==> src/sv/womt_pkg.sv <==
`timescale 1ns / 1ps
// ----------------------------------------------------------------------------
// womt_pkg
// Shared constants and types for the observation merge table.
// ----------------------------------------------------------------------------
package womt_pkg;
  localparam int unsigned TABLE_ENTRIES = 32;
  localparam int unsigned MAX_NAME_LEN  = 32;
  localparam int unsigned IDX_W = $clog2(TABLE_ENTRIES);
  localparam int unsigned CNT_W = $clog2(TABLE_ENTRIES + 1);

  typedef enum logic [2:0] {
    ST_REJECTED = 3'd0,
    ST_MERGED   = 3'd1,
    ST_APPENDED = 3'd2,
    ST_REPLACED = 3'd3,
    ST_CLEARED  = 3'd4
  } status_t;

  typedef enum logic [1:0] {
    FSM_IDLE,
    FSM_SCAN,
    FSM_WRITE,
    FSM_OUT
  } fsm_t;

  // One table entry as it travels through the cell chain.
  typedef struct packed {
    logic [47:0] key;
    logic [7:0]  signal;
    logic [7:0]  chan;
    logic [7:0]  role;
    logic [31:0] chan_map;
    logic [31:0] last_seen;
    logic [31:0] first_seen;
    logic [15:0] count;
    logic        present;
    logic        hidden;
  } entry_t;

  // Control from the sequencer to every cell.
  typedef struct packed {
    logic rotate;
    logic wr_en;
    logic merge;
  } cell_ctl_t;
endpackage

==> src/sv/womt_cell.sv <==
`timescale 1ns / 1ps
// ----------------------------------------------------------------------------
// womt_cell
// One table slot; passes its entry on to the cell below it (toward cell 0) or takes a write.
// ----------------------------------------------------------------------------
module womt_cell (
  input  logic              clk,
  input  womt_pkg::cell_ctl_t ctl,
  input  womt_pkg::entry_t  prev_entry,
  input  womt_pkg::entry_t  obs,
  output womt_pkg::entry_t  entry
);
  import womt_pkg::*;

  entry_t entry_r;
  entry_t entry_nxt;

  always_comb begin
    entry_nxt = entry_r;
    if (ctl.rotate) begin
      entry_nxt = prev_entry;
    end else if (ctl.wr_en && !ctl.merge) begin
      entry_nxt = obs;
    end else if (ctl.wr_en) begin
      // merge the observation into the held entry
      entry_nxt.signal   = obs.signal;
      entry_nxt.chan     = obs.chan;
      entry_nxt.role     = entry_r.role | obs.role;
      entry_nxt.chan_map = entry_r.chan_map | obs.chan_map;
      if (obs.last_seen > entry_r.last_seen) entry_nxt.last_seen = obs.last_seen;
      if (obs.first_seen != 32'd0 &&
          (entry_r.first_seen == 32'd0 || obs.first_seen < entry_r.first_seen)) begin
        entry_nxt.first_seen = obs.first_seen;
      end
      if (obs.count > entry_r.count) entry_nxt.count = obs.count;
      if (obs.present && !entry_r.present) begin
        entry_nxt.present = 1'b1;
        entry_nxt.hidden  = obs.hidden;
      end
    end
  end

  always_ff @(posedge clk) begin
    entry_r <= entry_nxt;
  end

  assign entry = entry_r;
endmodule

==> config.mk <==
export PLATFORM = sky130hd
export DESIGN_NAME = womt_cell
export DESIGN_NICKNAME = d
export VERILOG_FILES = /design/src/sv/womt_pkg.sv /design/src/sv/womt_cell.sv
export SDC_FILE = /design/constraint.sdc
export NUM_CORES = 1
export LEC_CHECK = 0
export ABC_CLOCK_PERIOD_IN_PS = 4000
export BUFFER_PORTS_ARGS = -buffer_cell sky130_fd_sc_hd__buf_2
export CELL_PAD_IN_SITES_DETAIL_PLACEMENT = 0
export CELL_PAD_IN_SITES_GLOBAL_PLACEMENT = 1
export CORE_AREA = 2 2 216 218
export CTS_CLUSTER_SIZE = 10
export DETAILED_ROUTE_END_ITERATION = 6
export DIE_AREA = 0 0 218 220
export MAX_ROUTING_LAYER = met4
export PLACE_DENSITY = 0.57
export SLEW_MARGIN = 20
export SYNTH_ARGS = -nofsm -noshare
export SYNTH_HDL_FRONTEND = slang
export SYNTH_SLANG_ARGS = --single-unit
==> constraint.sdc <==
create_clock -name clk -period 4 [get_ports clk]
set_input_delay 0.2 -clock clk [delete_from_list [all_inputs] [get_ports clk]]
set_output_delay 0.2 -clock clk [all_outputs]
set_load 0.02 [all_outputs]
==> flow_metrics.py <==
metrics = {
    "cts": {
        "clk_latency_ns": 0.51,
        "hold_buffers": 322,
        "cts.sinks": 186,
        "ctsHtreeMaxLevel": 4,
        "postCtsSetupBuffers": 0,
        "path_clk_slew_ns": 0.08,
        "tritoncts": "yes",
        "cts_resized": 0,
        "cts_buffer_depth": 2,
        "cts_root_buf": "clkbuf_16",
        "cts_buffers": 17,
    },
    "sta": {
        "fin_crit_sh": 0.703,
        "maxSlewHeadroom": 0.402,
        "worst_slew_pin_slew_ns": 0.898,
        "fin_crit_ns": 2.81,
        "fmax_ghz": 0.356,
        "fin_skew_ns": 0.00789,
        "slew_violations": 0,
        "fin_tns_setup_ns": 0,
        "fin_ws_ns": 1.19,
        "hold_violations": 0,
        "rsz0062_at_grt": "false",
        "setup_violations": 0,
    },
    "global_route": {
        "antenna_found_initial": 3,
        "gr-total-overflow": 0,
        "grt_pass1_wl_um": 57400,
        "grt_pass1_vias": 10257,
        "grt_usage": 0.166,
        "grt_max_degree": 139,
    },
    "pwr": {
        "p_int_mw": 4.03,
        "p_comb_frac": 0.281,
        "p_leak_nw": 7.86,
        "seq_power_share": 0.429,
        "clockPowerShare": 0.291,
        "power_density_nw_per_um2": 339,
        "power_switching_share": 0.317,
        "max-vdd-ir-drop_mv": 0.312,
        "p_switching_mw": 1.87,
    },
    "place": {
        "dpl.cell_count": 1942,
        "hpwl_um": 29000,
        "post-place-ws_ns": 1.19,
        "port_buffers": 561,
        "gp_congestion": 0.831,
        "placed_area_sq_um": 13600,
    },
    "critical_path": {
        "crit_type": "register to register",
        "end_kind": "register",
        "path_cells": "inv_1 > ha_1 > and4_1 > nor4b_1 > nand2_1 > a31oi_1 > a2bb2oi_4 > buf_4",
        "cpMaxStageDelayCell": "nor4b_1",
        "r2r_start": "entry[77]",
        "startpoint_type": "register",
        "cp_max_fo": 28,
        "slowest_delay_ns": 0.44,
        "crit_arrival_ns": 2.96,
        "rr_worst_depth": 8,
        "required_ns": 4.15,
        "rrSetupSlack_ns": 1.19,
        "reg2reg_to": "entry[60]",
    },
    "final_layout": {
        "drive_above_1_share": 0.444,
        "area_delta_synth_final_pct": 72.6,
        "final_cell_mix": "buf_2 (560), dlygate4sd3_1 (323), edfxtp_1 (186)",
        "instances_no_fill": 2301,
        "final_common_cell": "buf_2",
        "finalInstanceArea_sq_um": 17400,
        "largest_register_ffs": 186,
        "fin_util": 0.380,
        "num-nets-final": 2132,
        "nFillCells": 4603,
    },
    "floorplanning": {
        "initial_core_util": 0.220,
        "core_area_sq_um": 45900,
        "num_rows": 79,
        "die_x_um": 218,
        "dieArea_sq_um": 48000,
        "die_h_um": 220,
        "ios": 562,
    },
    "detailed_routing": {
        "routed_via_density": 4.29,
        "drc": 0,
        "vias": 9876,
        "wl_per_cell_um": 17.3,
        "drt-total-wl_um": 39800,
        "dr.first_iter.drc_count": 380,
        "dr.pass1.iters": 4,
        "antenna_left": 0,
    },
    "hold_path": {
        "holdPathStages": 3,
        "min_to": "entry[113]",
        "worstHoldStart": "obs[113]",
        "hold_class": "input pin to register",
    },
    "synth": {
        "synth_warnings": 0,
        "ys.flop_type": "edfxtp_1",
        "synth_edf_count": 186,
        "synthesis.area_sq_um": 10100,
        "syn_avg_cell_area_sq_um": 12.7,
        "ys_seq_elements": 186,
        "synthArstFlopShare": 0,
        "ys_seq_area_frac": 0.553,
        "synth_cells": 796,
        "synthesis.nets": 1251,
        "synth_cell_types": 37,
    },
    "status": {
        "outcome": "completed",
    },
    "run": {
        "cap_violations": 0,
    },
}
## worst max-delay path, delay by kind of cell, from the launching register on
kind	cells	cell delay [ns]
AOI/OAI and AO/OA	2	0.51
adders and majority gates	1	0.30
buffers and inverters	2	0.47
DFF	1	0.34
and+or+nand+nor	3	0.82
## routing by layer
layer	share of wire	global-route usage
met4	0.023	0.0585
met5	0	-
met3	0.061	0.0505
met2	0.51	0.282
met1	0.40	0.185
## logic make-up (layout without fill, tap and decap cells)
logic type,after synthesis,after routing,share of synthesized area
buffers and inverters,113,1007,0.0441
other,0,4,0
multiplexers,143,143,0.159
AO/OA/AOI/OAI,152,152,0.0860
adder cells (fa/ha/maj),79,79,0.0978
AND/OR/NAND/NOR,123,123,0.0602
flip-flops,186,186,0.553
## power groups by stage
stage                     Combinational, mW  Sequential, mW  Clock (mW)
after floorplan                       0.476            2.84           0
after global placement                 1.36            2.56           0
after detailed placement               1.36            2.57           0
after CTS                              1.66            2.53        1.80
after global routing                   1.80            2.56        1.87
final                                  1.66            2.53        1.72
## cells in the mapped netlist (5+ instances only)
cell type    n  area share
mux2_2     143        0.16
buf_2       17      0.0084
nand3_1      5      0.0025
a21o_1       9      0.0067
nor4_1      18       0.011
nand4_1     16      0.0099
edfxtp_1   186        0.55
ha_1        79       0.098
inv_1       83       0.031
clkbuf_1    13      0.0048
a21oi_1     68       0.034
o21ai_0     53       0.026
nor2_1       9      0.0033
nand2_1     59       0.022
## metrics by stage
step	total power, mW	hold WS, ns
3_5_place_dp	3.93	0.483
2_1_floorplan	3.31	0.391
6_report	5.91	0.0376
5_1_grt	6.22	0.0106
3_3_place_gp	3.92	0.480
4_1_cts	5.99	0.000271
## how the worst max path moves through the flow
stage | cells after the start | slack (ns) | to | from
finish | 8 | 1.19 | entry[60] | entry[77]
global route | 8 | 0.91 | entry[64] | entry[77]
CTS | 8 | 1.17 | entry[63] | entry[75]
detailed placement | 8 | 1.19 | entry[57] | entry[77]
global placement | 8 | 1.25 | entry[65] | entry[77]
floorplan | 6 | 0.1 | entry[18] | ctl[2]
## final cells by class
| class | instances | area [sq um] | area share |
|---|---|---|---|
| timing repair buffer | 892 | 6120 | 0.351 |
| sequential | 186 | 5590 | 0.320 |
| multi-input combinational | 497 | 4100 | 0.235 |
| tap | 607 | 759 | 0.0435 |
| clock buffer | 17 | 425 | 0.0244 |
| inverter | 83 | 312 | 0.0179 |
| clock inverter | 15 | 134 | 0.00767 |
| antenna | 4 | 10.0 | 0.000574 |
Power figures use the tool's default switching activity.
